===== src/hdl/srtp_pkg.sv =====
package srtp_pkg;

   localparam logic [2:0] FUNC_APPEND   = 3'd0;
   localparam logic [2:0] FUNC_REPLACE  = 3'd1;
   localparam logic [2:0] FUNC_SET_SSRC = 3'd2;
   localparam logic [2:0] FUNC_SET_ROC  = 3'd3;
   localparam logic [2:0] FUNC_LOOKUP   = 3'd4;

   localparam logic [1:0] STATUS_DONE   = 2'd0;
   localparam logic [1:0] STATUS_FULL   = 2'd1;
   localparam logic [1:0] STATUS_BAD_ID = 2'd2;

   typedef enum logic [1:0] {
      ST_IDLE,
      ST_EXEC,
      ST_SCAN
   } state_type;

   typedef struct packed {
      logic [2:0]  func;
      logic [31:0] ssrc;
      logic [31:0] roc;
      logic [7:0]  policy;
      logic [7:0]  cs_id;
   } req_type;

   typedef struct packed {
      logic [1:0]  status;
      logic [7:0]  found_index;
      logic [7:0]  found_policy;
      logic [31:0] found_roc;
      logic [7:0]  entry_count;
   } rsp_type;

   typedef struct packed {
      logic [31:0] ssrc;
      logic [31:0] roc;
      logic [7:0]  policy;
   } entry_type;

   typedef struct packed {
      logic wr_ssrc;
      logic wr_roc;
      logic wr_policy;
      logic rd_en;
   } mem_ctl_type;

endpackage


===== src/hdl/srtp_stream_session_table.sv =====
// Session table with a command interface. An item is taken when start is
// high and busy is low; its single result shows on rsp_data for one cycle
// with rsp_strobe, and the receiver cannot stall it. Append, replace and
// the set operations act in the EXEC state, and their result is then
// registered to rsp_data. A lookup compares one stored entry per cycle
// through the table memory's single read port, so it reads up to
// entry_count entries (16 for a full table) before its result. A new item
// may be started in the cycle its predecessor's result is shown.
module srtp_stream_session_table #(
   parameter int TABLE_DEPTH = 16
) (
   input  logic              clock,
   input  logic              reset,
   input  logic              start,
   input  srtp_pkg::req_type req_data,
   output logic              busy,
   output logic              rsp_strobe,
   output srtp_pkg::rsp_type rsp_data
);
   import srtp_pkg::*;

   localparam int CNT_W = $clog2(TABLE_DEPTH + 1);
   localparam int IDX_W = (TABLE_DEPTH > 1) ? $clog2(TABLE_DEPTH) : 1;

   logic             accept;
   logic             done;
   req_type          req_ff;
   rsp_type          rsp_in;
   rsp_type          rsp_ff;
   logic             strobe_ff;
   mem_ctl_type      mem_ctl;
   logic [IDX_W-1:0] waddr;
   logic [IDX_W-1:0] raddr;
   entry_type        wdata;
   entry_type        rdata;

   assign accept = start && !busy;

   always_ff @(posedge clock) begin
      if (accept) begin
         req_ff <= req_data;
      end
   end

   srtp_seq #(
      .DEPTH (TABLE_DEPTH),
      .CNT_W (CNT_W),
      .IDX_W (IDX_W)
   ) u_seq (
      .clock   (clock),
      .reset   (reset),
      .accept  (accept),
      .req     (req_ff),
      .rdata   (rdata),
      .busy    (busy),
      .done    (done),
      .rsp     (rsp_in),
      .mem_ctl (mem_ctl),
      .waddr   (waddr),
      .wdata   (wdata),
      .raddr   (raddr)
   );

   srtp_mem #(
      .IDX_W (IDX_W),
      .DEPTH (TABLE_DEPTH)
   ) u_mem (
      .clock (clock),
      .ctl   (mem_ctl),
      .waddr (waddr),
      .wdata (wdata),
      .raddr (raddr),
      .rdata (rdata)
   );

   always_ff @(posedge clock) begin
      if (done) begin
         rsp_ff <= rsp_in;
      end
   end

   always_ff @(posedge clock) begin
      if (reset) begin
         strobe_ff <= 1'b0;
      end else begin
         strobe_ff <= done;
      end
   end

   assign rsp_strobe = strobe_ff;
   assign rsp_data   = rsp_ff;

endmodule


===== src/hdl/srtp_mem.sv =====
module srtp_mem #(
   parameter int IDX_W = 4,
   parameter int DEPTH = 16
) (
   input  logic                  clock,
   input  srtp_pkg::mem_ctl_type ctl,
   input  logic [IDX_W-1:0]      waddr,
   input  srtp_pkg::entry_type   wdata,
   input  logic [IDX_W-1:0]      raddr,
   output srtp_pkg::entry_type   rdata
);
   import srtp_pkg::*;

   logic [31:0] ssrc_mem   [DEPTH];
   logic [31:0] roc_mem    [DEPTH];
   logic [7:0]  policy_mem [DEPTH];
   entry_type   rdata_ff;

   // Each field has its own write enable so that single-field updates
   // leave the other fields of the entry alone.
   always_ff @(posedge clock) begin
      if (ctl.wr_ssrc) begin
         ssrc_mem[waddr] <= wdata.ssrc;
      end
      if (ctl.wr_roc) begin
         roc_mem[waddr] <= wdata.roc;
      end
      if (ctl.wr_policy) begin
         policy_mem[waddr] <= wdata.policy;
      end
   end

   always_ff @(posedge clock) begin
      if (ctl.rd_en) begin
         rdata_ff.ssrc   <= ssrc_mem[raddr];
         rdata_ff.roc    <= roc_mem[raddr];
         rdata_ff.policy <= policy_mem[raddr];
      end
   end

   assign rdata = rdata_ff;

endmodule


===== src/hdl/srtp_seq.sv =====
module srtp_seq #(
   parameter int DEPTH = 16,
   parameter int CNT_W = 5,
   parameter int IDX_W = 4
) (
   input  logic                  clock,
   input  logic                  reset,
   input  logic                  accept,
   input  srtp_pkg::req_type     req,
   input  srtp_pkg::entry_type   rdata,
   output logic                  busy,
   output logic                  done,
   output srtp_pkg::rsp_type     rsp,
   output srtp_pkg::mem_ctl_type mem_ctl,
   output logic [IDX_W-1:0]      waddr,
   output srtp_pkg::entry_type   wdata,
   output logic [IDX_W-1:0]      raddr
);
   import srtp_pkg::*;

   state_type        state_ff, state_in;
   logic [CNT_W-1:0] count_ff, count_in;
   logic [CNT_W-1:0] ptr_ff, ptr_in;
   logic             vld_ff, vld_in;
   logic             scan_rd;
   logic             scan_hit;
   logic             id_ok;
   logic             is_lookup;

   // The scan reads one entry per cycle; the compare sees the entry read
   // in the previous cycle, whose one-based number is the current pointer.
   assign scan_rd   = (ptr_ff < count_ff);
   assign scan_hit  = vld_ff && (rdata.ssrc == req.ssrc);
   assign id_ok     = (req.cs_id != 8'd0) && (req.cs_id <= 8'(count_ff));
   assign is_lookup = (req.func == FUNC_LOOKUP);

   assign wdata.ssrc   = req.ssrc;
   assign wdata.roc    = req.roc;
   assign wdata.policy = req.policy;
   assign raddr        = IDX_W'(ptr_ff);
   assign busy         = (state_ff != ST_IDLE);

   always_comb begin
      state_in = state_ff;
      unique case (state_ff)
         ST_IDLE: begin
            if (accept) begin
               state_in = ST_EXEC;
            end
         end
         ST_EXEC: begin
            state_in = is_lookup ? ST_SCAN : ST_IDLE;
         end
         ST_SCAN: begin
            if (scan_hit || !scan_rd) begin
               state_in = ST_IDLE;
            end
         end
         default: state_in = ST_IDLE;
      endcase
   end

   always_comb begin
      count_in         = count_ff;
      ptr_in           = ptr_ff;
      vld_in           = 1'b0;
      done             = 1'b0;
      mem_ctl          = '0;
      waddr            = IDX_W'(count_ff);
      rsp.status       = STATUS_DONE;
      rsp.found_index  = 8'd0;
      rsp.found_policy = 8'd0;
      rsp.found_roc    = 32'd0;
      unique case (state_ff)
         ST_IDLE: begin
            ptr_in = '0;
         end
         ST_EXEC: begin
            unique case (req.func) inside
               FUNC_APPEND: begin
                  done = 1'b1;
                  if (count_ff == CNT_W'(DEPTH)) begin
                     rsp.status = STATUS_FULL;
                  end else begin
                     mem_ctl.wr_ssrc   = 1'b1;
                     mem_ctl.wr_roc    = 1'b1;
                     mem_ctl.wr_policy = 1'b1;
                     count_in          = count_ff + CNT_W'(1);
                  end
               end
               FUNC_REPLACE, FUNC_SET_SSRC, FUNC_SET_ROC: begin
                  done  = 1'b1;
                  waddr = IDX_W'(req.cs_id - 8'd1);
                  if (id_ok) begin
                     mem_ctl.wr_ssrc   = (req.func != FUNC_SET_ROC);
                     mem_ctl.wr_roc    = (req.func != FUNC_SET_SSRC);
                     mem_ctl.wr_policy = (req.func == FUNC_REPLACE);
                  end else begin
                     rsp.status = STATUS_BAD_ID;
                  end
               end
               FUNC_LOOKUP: begin
                  ptr_in = '0;
               end
               default: begin
                  done = 1'b1;
               end
            endcase
         end
         ST_SCAN: begin
            mem_ctl.rd_en = scan_rd;
            vld_in        = scan_rd;
            if (scan_rd) begin
               ptr_in = ptr_ff + CNT_W'(1);
            end
            if (scan_hit) begin
               done             = 1'b1;
               rsp.found_index  = 8'(ptr_ff);
               rsp.found_policy = rdata.policy;
               rsp.found_roc    = rdata.roc;
            end else if (!scan_rd) begin
               done = 1'b1;
            end
         end
         default: begin
            ptr_in = '0;
         end
      endcase
      rsp.entry_count = 8'(count_in);
   end

   always_ff @(posedge clock) begin
      if (reset) begin
         state_ff <= ST_IDLE;
         count_ff <= '0;
         ptr_ff   <= '0;
         vld_ff   <= 1'b0;
      end else begin
         state_ff <= state_in;
         count_ff <= count_in;
         ptr_ff   <= ptr_in;
         vld_ff   <= vld_in;
      end
   end

endmodule


===== config.mk =====
export PLATFORM = sky130hd
export DESIGN_NAME = srtp_stream_session_table
export DESIGN_NICKNAME = d
export VERILOG_FILES = /design/src/hdl/srtp_pkg.sv /design/src/hdl/srtp_stream_session_table.sv /design/src/hdl/srtp_mem.sv /design/src/hdl/srtp_seq.sv
export SDC_FILE = /design/constraint.sdc
export NUM_CORES = 1
export LEC_CHECK = 0
export BUFFER_PORTS_ARGS = -buffer_cell sky130_fd_sc_hd__buf_2
export CAP_MARGIN = 10
export CORE_AREA = 2 2 373 338
export DETAILED_ROUTE_END_ITERATION = 7
export DIE_AREA = 0 0 375 340
export GPL_TIMING_DRIVEN = 0
export HOLD_SLACK_MARGIN = 0.02
export RECOVER_POWER = 50
export SLEW_MARGIN = 25
export SYNTH_ARGS = -nofsm -noshare
export SYNTH_HDL_FRONTEND = slang
export SYNTH_SLANG_ARGS = --single-unit

===== constraint.sdc =====
create_clock -name clock -period 4.2 [get_ports clock]
set_input_delay 0.21 -clock clock [delete_from_list [all_inputs] [get_ports clock]]
set_output_delay 0.21 -clock clock [all_outputs]
set_load 0.01 [all_outputs]

==> flow_metrics.tcl, run 1 <==
set metrics [dict create \
    status "complete, but fails checks" \
    violations "max-capacitance violations, max-slew violations" \
    crit_start "req_ff[68]$_DFFE_PP_" \
    total_power_mw 27.8 \
    tightestPinTransition_ns 2.18 \
    ctsLongestPathBuffers 3 \
    detail_route.wl_per_cell_um 28.7 \
    cpMaxStageDelayCell "nor4_4" \
    yosysWarnings 0 \
    p_leak_nw 18.7 \
    antenna_found_initial 5 \
    vdd_drop_max_mv 0.289 \
    reg2regPathDepth 7 \
    dp_cells 3986 \
    gp_congestion 0.819 \
    powerDensity_nw_per_um2 453 \
    skew_ns 0.0432 \
    rr_startpoint "req_ff[68]$_DFFE_PP_" \
    netlist_instances 2128 \
    areaGrowthSynthToFinish_pct 19.1 \
    nFillCells 9690 \
    timing.final.crit_share_pct 96.4 \
    ff2ff_setup_slack_ns 0.15 \
    numPortBuffers 139 \
    ys_async_sr_fraction_pct 0 \
    drtIter0Drc 2754 \
    insertion_delay_ns 0.78 \
    rsz0062_at_grt "false" \
    synth-main-ff-cell "edfxtp_1" \
    fin_cells 4324 \
    dpl_cell_area_um2 56200 \
    cp_max_fo 17 \
    setup_viol 0 \
    clkTransAtPathRegs_ns 0.06 \
    max_cap_violations 1 \
    crit_arrival_ns 4.68 \
    max_freq_mhz 247 \
    final_hold_viol_count 0 \
    crit_required_ns 4.83 \
    r2r_end "rsp_data[16]$_SDFFCE_PN0P_" \
    routed_wl_um 124000 \
    post_cts_buffers 0 \
    dr_total_vias 24100 \
    synth-edff-count 1359 \
    cts_tree "done" \
    ios 146 \
    max_stage_delay_ns 0.72 \
    ys_types 46 \
    hpwl_um 78000 \
    fin_nets 2691 \
    synth_seq_cells 1373 \
    die_x_um 375 \
    syn-cell-area_um2 51500 \
    final_max_slew_viol_count 37 \
    yosysTopAreaCell "edfxtp_1" \
    rows 123 \
    fin_crit_ns 4.05 \
    design_area_um2 61300 \
    grt_max_degree 40 \
    ant_nets 0 \
    avgViaCountPerCell 5.57 \
    htree_levels 4 \
    cp_cell_sequence "xor2_1 > nor4_1 > nand4_1 > nor4_4 > buf_6 > clkbuf_1 > and2_1" \
    ys_top_cells_by_area "edfxtp_1, mux4_2, and2_1, xor2_1, dfxtp_1" \
    drt_pass1_iterations 5 \
    synth.avg_cell_area_um2 24.2 \
    cts_buffers 141 \
    remaining_drc_errors 0 \
    multi_input_area_um2 10300 \
    initial_core_util_pct 41.6 \
    end_kind "flop" \
    dieHeight_um 340 \
    clock-sinks 1373 \
    synth_top_area_share_pct 79.2 \
    clock-root-buffer "clkbuf_16" \
    cp-start-kind "flop" \
    grt_pass1_vias 24900 \
    critical_path_class "reg -> reg" \
    track_usage_pct 19.5 \
    worstHoldPathType "in -> reg" \
    seq_area_frac_synth_pct 79.8 \
    fp.coreArea_um2 124000 \
    dieArea_um2 128000 \
    layout-drive-gt1-share_pct 29.3 \
    endpoint "rsp_data[16]$_SDFFCE_PN0P_" \
    grt_overflow_total 0 \
    grt_pass1_wl_um 176000 \
    seq_area_um2 41100 \
    slew_headroom_pct -45.0 \
]
==> final cells by class <==
class / count / area share, %
Inverter: 15 / 0.0979
Timing Repair Buffer: 313 / 4.94
Clock inverter: 71 / 1.13
Sequential cell: 1373 / 67.0
Clock buffer: 180 / 6.06
Buffer: 99 / 0.732
Antenna cell: 2 / 0.00816
Tap cell: 1625 / 3.31
Multi-Input combinational cell: 646 / 16.7
==> registers in the layout (all words and copies together) (netlist names) <==
register,cells
req_ff,83
rsp_data,52
rsp_strobe,1
u_mem.policy_mem,128
u_mem.rdata,72
u_mem.roc_mem,512
u_mem.ssrc_mem,512
u_seq.count_ff,5
u_seq.ptr_ff,5
u_seq.state_ff,2
u_seq.vld_ff,1
==> routing by layer <==
layer / wire (µm) / vias up / global-route usage, %
li1: - / 9978 / -
met1: 52100 / 13000 / 27.0
met2: 60500 / 987 / 31.4
met3: 9150 / 156 / 4.44
met4: 2180 / 4 / 5.23
met5: 109 / - / 0.518
==> how the worst min path moves through the flow <==
stage,slack [ns],endpoint,startpoint,depth (start not counted)
2_1_floorplan,0.28,u_seq.ptr_ff[0]$_SDFFE_PP0P_,reset,1
3_3_place_gp,0.39,req_ff[32]$_DFFE_PP_,req_data[32],1
3_5_place_dp,0.39,req_ff[60]$_DFFE_PP_,req_data[60],1
4_1_cts,0.08,req_ff[82]$_DFFE_PP_,req_data[82],2
5_1_grt,0.12,req_ff[24]$_DFFE_PP_,req_data[24],2
6_report,0.13,req_ff[22]$_DFFE_PP_,req_data[22],2
==> power breakdown <==
| part | switching, mW | internal, mW |
|---|---|---|
| logic | 0.202 | 0.147 |
| clock network | 5.19 | 6.86 |
| registers | 0.206 | 15.2 |
| total | 5.60 | 22.2 |
==> Yosys cell counts, types with 6 or more instances <==
| cell | instances |
|---|---|
| and2_1 | 53 |
| buf_2 | 36 |
| buf_4 | 6 |
| clkbuf_1 | 57 |
| dfxtp_1 | 14 |
| edfxtp_1 | 1359 |
| ha_1 | 16 |
| inv_1 | 14 |
| mux4_2 | 360 |
| nand2_1 | 35 |
| nor2_1 | 44 |
| nor3_1 | 11 |
| nor4_1 | 12 |
| o21ai_0 | 9 |
| xnor2_1 | 6 |
| xor2_1 | 33 |
==> layout by cell type, fill, tap and decap left out, types with 4 or more instances in the layout <==
master / Yosys / final
and2_1: 53 / 48
buf_8: 0 / 6
mux4_2: 360 / 360
clkinv_8: 0 / 4
nor2_1: 44 / 16
buf_2: 36 / 91
and2_0: 0 / 5
buf_12: 0 / 25
buf_16: 0 / 27
clkbuf_2: 0 / 10
bufinv_16: 0 / 9
o21ai_0: 9 / 10
or3_1: 5 / 5
conb_1: 1 / 6
inv_6: 0 / 6
nand2b_1: 4 / 4
nand2_1: 35 / 35
dlygate4sd3_1: 0 / 85
xnor2_1: 6 / 6
clkbuf_16: 0 / 143
a21oi_1: 5 / 5
xor2_1: 33 / 33
nor2_4: 0 / 26
buf_6: 0 / 10
inv_1: 14 / 14
buf_4: 6 / 22
nor2b_1: 4 / 4
dfxtp_1: 14 / 14
clkinv_2: 0 / 20
edfxtp_1: 1359 / 1359
nor3_1: 11 / 5
ha_1: 16 / 16
nor4_1: 12 / 8
clkinv_1: 0 / 26
nor4_2: 0 / 4
clkbuf_1: 57 / 172
nand4_1: 5 / 5
==> critical path, delay by kind of cell, from the launching register on <==
| family | cells | cell delay [ns] |
|---|---|---|
| XOR/XNOR | 1 | 0.29 |
| buffers and inverters | 2 | 0.76 |
| flip-flops | 1 | 0.68 |
| AND/OR/NAND/NOR | 4 | 2.18 |
==> through the flow <==
stage          setup slack [ns]  hold WS [ns]  utilization (%)   TNS, ns
3_5_place_dp             -0.280         0.388             45.3    -16.16
4_1_cts                  0.0723        0.0799             49.6         0
2_1_floorplan            -0.293         0.279                -    -27.98
6_report                  0.150         0.134             49.5         0
3_3_place_gp              -4.13         0.387             43.8  -2294.60
5_1_grt                  0.0114         0.118             49.5         0
==> repair_timing <==
| action | in CTS | in global routing |
|---|---|---|
| resized for setup | 1 | 2 |
| setup endpoints to repair | 152 | 42 |
| hold buffers | 85 | 0 |
| hold endpoints to repair | 94 | 0 |
==> kinds of logic after synthesis <==
logic type	after synthesis	share of synthesized area (%)
and+or+nand+nor	184	1.87
AOI/OAI and AO/OA	40	0.564
xor gates and xnor gates	39	0.663
buffers and inverters	114	0.962
other	1	0.00728
adders and majority gates	16	0.389
DFF	1373	79.8
muxes	361	15.8
(Power assumes the default switching activity.)
==> inputs of run 2 (changes only) <==
--- a/config.mk
+++ b/config.mk
@@ -5,11 +5,11 @@
 export SDC_FILE = /design/constraint.sdc
 export NUM_CORES = 1
 export LEC_CHECK = 0
-export BUFFER_PORTS_ARGS = -buffer_cell sky130_fd_sc_hd__buf_2
 export CAP_MARGIN = 10
 export CORE_AREA = 2 2 373 338
 export DETAILED_ROUTE_END_ITERATION = 7
 export DIE_AREA = 0 0 375 340
+export DONT_BUFFER_PORTS = 1
 export GPL_TIMING_DRIVEN = 0
 export HOLD_SLACK_MARGIN = 0.02
 export RECOVER_POWER = 50
==> flow_metrics.tcl, run 2 (same netlist as run 1, synthesis figures left out) <==
set metrics [dict create \
    status "complete, but fails checks" \
    violations "max-capacitance violations, max-slew violations" \
    final_core_utilization_pct 49.4 \
    hold_end "req_ff[30]$_DFFE_PP_" \
    layout-drive-gt1-share_pct 28.5 \
    max_stage_delay_ns 0.77 \
    remaining_drc_errors 0 \
    hpwl_um 80700 \
    routed_wl_um 124000 \
    initial_core_util_pct 41.6 \
    track_usage_pct 19.7 \
    drtIter0Drc 3038 \
    cp-start-kind "flop" \
    critical_path_class "reg -> reg" \
    whs_path_depth 1 \
    dieHeight_um 340 \
    slew_headroom_pct -115 \
    detail_route.wl_per_cell_um 29.4 \
    setup_viol 0 \
    tightestPinTransition_ns 3.22 \
    grt_overflow_total 0 \
    dpl_cell_area_um2 55600 \
    r2r_end "u_mem.ssrc_mem[12][22]$_DFFE_PP_" \
    route.met3.wl_um 10100 \
    rsz0062_at_grt "false" \
    setup_slack_ns 0.231 \
    grt_pass1_wl_um 177000 \
    max_freq_mhz 252 \
    rr_startpoint "u_seq.count_ff[2]$_SDFF_PP0_" \
    ctsLongestPathBuffers 3 \
    timing.hold.ws_ns 0.0710 \
    cp_max_fo 13 \
    crit_start "u_seq.count_ff[2]$_SDFF_PP0_" \
    htree_levels 4 \
    rows 123 \
    critPathTopFamily "buffers and inverters" \
    reg_top3 "u_mem.roc_mem: 512 flops, u_mem.ssrc_mem: 512 flops, u_mem.policy_mem: 128 flops" \
    final_common_cell "edfxtp_1" \
    fin_cells 4217 \
    dr_total_vias 23800 \
    avgViaCountPerCell 5.64 \
    drt-met1-wl_um 51400 \
    drt_pass1_iterations 5 \
    worstHoldPathType "in -> reg" \
    max_cap_violations 1 \
    cts_buffers 140 \
    grt_pass1_vias 24800 \
    ant_nets 0 \
    cts_tree "done" \
    fin_nets 2585 \
    min-delay-start "req_data[30]" \
    crit_required_ns 4.70 \
    grt_max_degree 49 \
    layout_common_cells "edfxtp_1, mux4_2, clkbuf_16" \
    antenna_found_initial 15 \
    ff2ff_setup_slack_ns 0.23 \
    areaGrowthSynthToFinish_pct 18.9 \
    powerDensity_nw_per_um2 454 \
    numPortBuffers 0 \
    final_hold_viol_count 0 \
    timing.final.crit_share_pct 94.5 \
    dp_slack_ns -0.283 \
    fin_crit_ns 3.97 \
    crit_arrival_ns 4.47 \
    clkTransAtPathRegs_ns 0.06 \
    fp.coreArea_um2 124000 \
    vdd_drop_max_mv 0.273 \
    reg2regPathDepth 9 \
    cpMaxStageDelayCell "a41oi_2" \
    design_area_um2 61300 \
    skew_ns 0.0448 \
    dr_wl_met2_um 59700 \
    gp_congestion 0.783 \
    post_cts_buffers 0 \
    final_max_slew_viol_count 37 \
    p_leak_nw 18.6 \
    insertion_delay_ns 0.78 \
    top_layer_used "met5" \
    cp_cell_sequence "clkbuf_1 > inv_1 > ha_1 > and4_1 > a221o_1 > a41oi_2 > buf_2 > nor2_4 > buf_16" \
    cp.buffers_inverters 4 \
    end_kind "flop" \
    clock-sinks 1373 \
    dieArea_um2 128000 \
    clock-root-buffer "clkbuf_16" \
    ios 146 \
    dp_cells 3852 \
    die_x_um 375 \
]
==> run 2: per-layer routing <==
layer | vias up | global-route usage (%)
met5 | - | 0
met4 | 10 | 5.85
met3 | 201 | 5.16
met2 | 973 | 30.9
met1 | 12800 | 27.2
li1 | 9769 | -
==> run 2: how the worst max path moves through the flow <==
stage / endpoint / slack, ns / cells after the start
floorplan: u_mem.roc_mem[0][0]$_DFFE_PP_ / -0.29 / 9
global placement: u_mem.roc_mem[7][8]$_DFFE_PP_ / -4.29 / 9
detailed placement: u_mem.roc_mem[6][14]$_DFFE_PP_ / -0.28 / 10
CTS: u_mem.roc_mem[4][14]$_DFFE_PP_ / 0.03 / 13
global route: req_ff[29]$_DFFE_PP_ / 0.05 / 5
finish: u_mem.ssrc_mem[12][22]$_DFFE_PP_ / 0.23 / 9
==> run 2: area by class of cell <==
class,count,area [µm²]
clock buffers,178,3690
clock inverters,65,796
well taps,1625,2030
multi-input cells,646,10300
flip-flops and latches,1373,41100
repair buffers,208,2850
inverters,15,61.3
diodes,8,20.0
plain buffers,99,445
fillers,9585,62600
==> run 2: power by group <==
part / switching [mW] / leakage (nW) / internal [mW]
clock: 5.30 / 2.15 / 6.81
sequential: 0.219 / 12.3 / 15.2
combinational: 0.170 / 4.08 / 0.138
total: 5.69 / 18.6 / 22.1
==> run 2: timing repair <==
item,in CTS,in global routing
gates resized for setup,1,3
hold buffers,114,0
endpoints found under the setup margin,152,36
hold endpoints to repair,106,0
==> run 2: stage by stage <==
step           setup TNS (ns)  power (mW)
2_1_floorplan          -27.98        15.7
3_3_place_gp         -2331.74        15.9
3_5_place_dp           -21.22        15.9
4_1_cts                     0        28.0
5_1_grt                     0        28.6
6_report                    0        27.8
==> inputs of run 3 (changes only) <==
==> constraint.sdc (replaced) <==
create_clock -name clock -period 4.9 [get_ports clock]
set_input_delay 0.245 -clock clock [delete_from_list [all_inputs] [get_ports clock]]
set_output_delay 0.245 -clock clock [all_outputs]
set_load 0.01 [all_outputs]
==> flow_metrics.tcl, run 3 (same netlist as run 1, synthesis figures left out) <==
set metrics [dict create \
    whs_path_depth 1 \
    ios 146 \
    violations "max-capacitance violations, max-slew violations" \
    dieArea_um2 128000 \
    cts_tree "done" \
    max_freq_mhz 223 \
    slew_headroom_pct -48.4 \
    ctsResizeCount 0 \
    layout-drive-gt1-share_pct 29.4 \
    grt_pass1_wl_um 176000 \
    reg2regPathDepth 13 \
    cts_buffers 142 \
    finalSetupTns_ns 0 \
    nFillCells 9618 \
    end_kind "flop" \
    hpwl_um 79900 \
    dpl_cell_area_um2 55600 \
    fin_crit_ns 4.49 \
    die_x_um 375 \
    drtIter0Drc 2935 \
    layout_common_cells "edfxtp_1, mux4_2, clkbuf_16" \
    insertion_delay_ns 0.76 \
    gp_congestion 0.802 \
    max_stage_delay_ns 0.71 \
    ctsLongestPathBuffers 3 \
    tightestPinTransition_ns 2.23 \
    status "complete, but fails checks" \
    grt_max_degree 42 \
    crit_arrival_ns 4.94 \
    htree_levels 4 \
    avgViaCountPerCell 5.67 \
    worstSetupPathDepth 13 \
    timing.hold.ws_ns 0.111 \
    powerDensity_nw_per_um2 392 \
    vdd_drop_max_mv 0.270 \
    reg_top3 "u_mem.roc_mem: 512 flops, u_mem.ssrc_mem: 512 flops, u_mem.policy_mem: 128 flops" \
    cp.buffers_inverters 7 \
    rsz0062_at_grt "false" \
    critical_path_class "reg -> reg" \
    cpMaxStageDelayCell "nor3_2" \
    max_cap_violations 2 \
    clock-root-buffer "clkbuf_16" \
    total_power_mw 23.9 \
    areaGrowthSynthToFinish_pct 18.3 \
    numPortBuffers 0 \
    grt_overflow_total 0 \
    setup_viol 0 \
    dr_total_vias 23800 \
    crit_required_ns 5.35 \
    design_area_um2 60900 \
    cp-start-kind "flop" \
    initial_core_util_pct 41.6 \
    final_hold_viol_count 0 \
    cp_max_fo 10 \
    antenna_found_initial 10 \
    timing.final.crit_share_pct 91.6 \
    fin_nets 2562 \
    p_leak_nw 18.5 \
    routed_wl_um 124000 \
    fp.coreArea_um2 124000 \
    ctsHoldBuffers 85 \
    critPathMostFrequentCell "buf_4" \
    final_common_cell "edfxtp_1" \
    dieHeight_um 340 \
    skew_ns 0.0281 \
    post_cts_buffers 0 \
    rows 123 \
    final_max_slew_viol_count 60 \
    worstHoldPathType "in -> reg" \
    grt_pass1_vias 24700 \
    drt_pass1_iterations 6 \
    detail_route.wl_per_cell_um 29.6 \
    clock-sinks 1373 \
    ant_nets 0 \
    track_usage_pct 19.6 \
    cp_cell_sequence "clkbuf_1 > inv_1 > ha_1 > o21a_1 > o21ai_0 > a221o_1 > a41oi_1 > buf_2 > nor3_2 > buf_4 > buf_4 > buf_4 > buf_4" \
    remaining_drc_errors 0 \
    clkTransAtPathRegs_ns 0.06 \
    critPathTopFamily "buffers and inverters" \
]
run 3: changes by cell type in the layout (fill, tap and decap cells not counted), sizes merged:
cell,before,now
clkinv,50,53
buf,136,139
bufinv,8,11
clkinvlp,2,4
diode,8,4
inv,20,23
clkbuf,235,229
dlygate4sd3,114,85
run 3: area by class of cell:
cell class | count | area [µm²] | share of cell area (%)
sequential | 1373 | 41100 | 67.4
multi-input combinational | 646 | 10200 | 16.8
clock buffer | 171 | 3700 | 6.08
timing repair buffer | 183 | 2590 | 4.25
tap | 1625 | 2030 | 3.34
clock inverter | 76 | 758 | 1.24
buffer | 99 | 448 | 0.735
inverter | 15 | 56.3 | 0.0924
antenna | 4 | 10.0 | 0.0164
run 3: worst paths after layout:
path,startpoint,endpoint,slack [ns]
setup / recovery,u_seq.count_ff[2]$_SDFF_PP0_,u_mem.roc_mem[4][12]$_DFFE_PP_,0.41
setup reg to reg,u_seq.count_ff[2]$_SDFF_PP0_,u_mem.roc_mem[4][12]$_DFFE_PP_,0.41
hold / removal,req_data[25],req_ff[25]$_DFFE_PP_,0.11
hold reg to reg,u_seq.state_ff[1]$_SDFFE_PP0P_,u_seq.state_ff[1]$_SDFFE_PP0P_,0.51
run 3: stage by stage:
step                      utilization (%)  std cells  setup WS, ns
final                                49.2       4192         0.413
after global routing                 49.2       4190         0.263
after CTS                            49.2       4188         0.555
after detailed placement             44.9       3856         0.609
after global placement               43.2       3758         -3.52
after floorplan                         -       2133         0.407
run 3: metal layers:
metal | wire (µm) | global-route usage, %
met5 | 41 | 0
met4 | 3040 | 6.08
met3 | 10800 | 4.35
met2 | 59100 | 30.7
met1 | 51000 | 27.7
run 3: power breakdown:
group / switching [mW] / leakage (nW) / internal (mW) / total (mW)
combinational: 0.143 / 3.96 / 0.101 / 0.244
clock: 4.42 / 2.17 / 5.99 / 10.4
sequential: 0.185 / 12.3 / 13.0 / 13.2
total: 4.75 / 18.5 / 19.1 / 23.9
run 3: worst register-to-register path, delay by kind of cell (launching register included):
| family | cells | cell delay [ns] |
|---|---|---|
| AO/OA/AOI/OAI | 4 | 0.91 |
| AND/OR/NAND/NOR | 1 | 0.71 |
| adder cells (fa/ha/maj) | 1 | 0.36 |
| buffers and inverters | 7 | 1.88 |
| flip-flops | 1 | 0.31 |
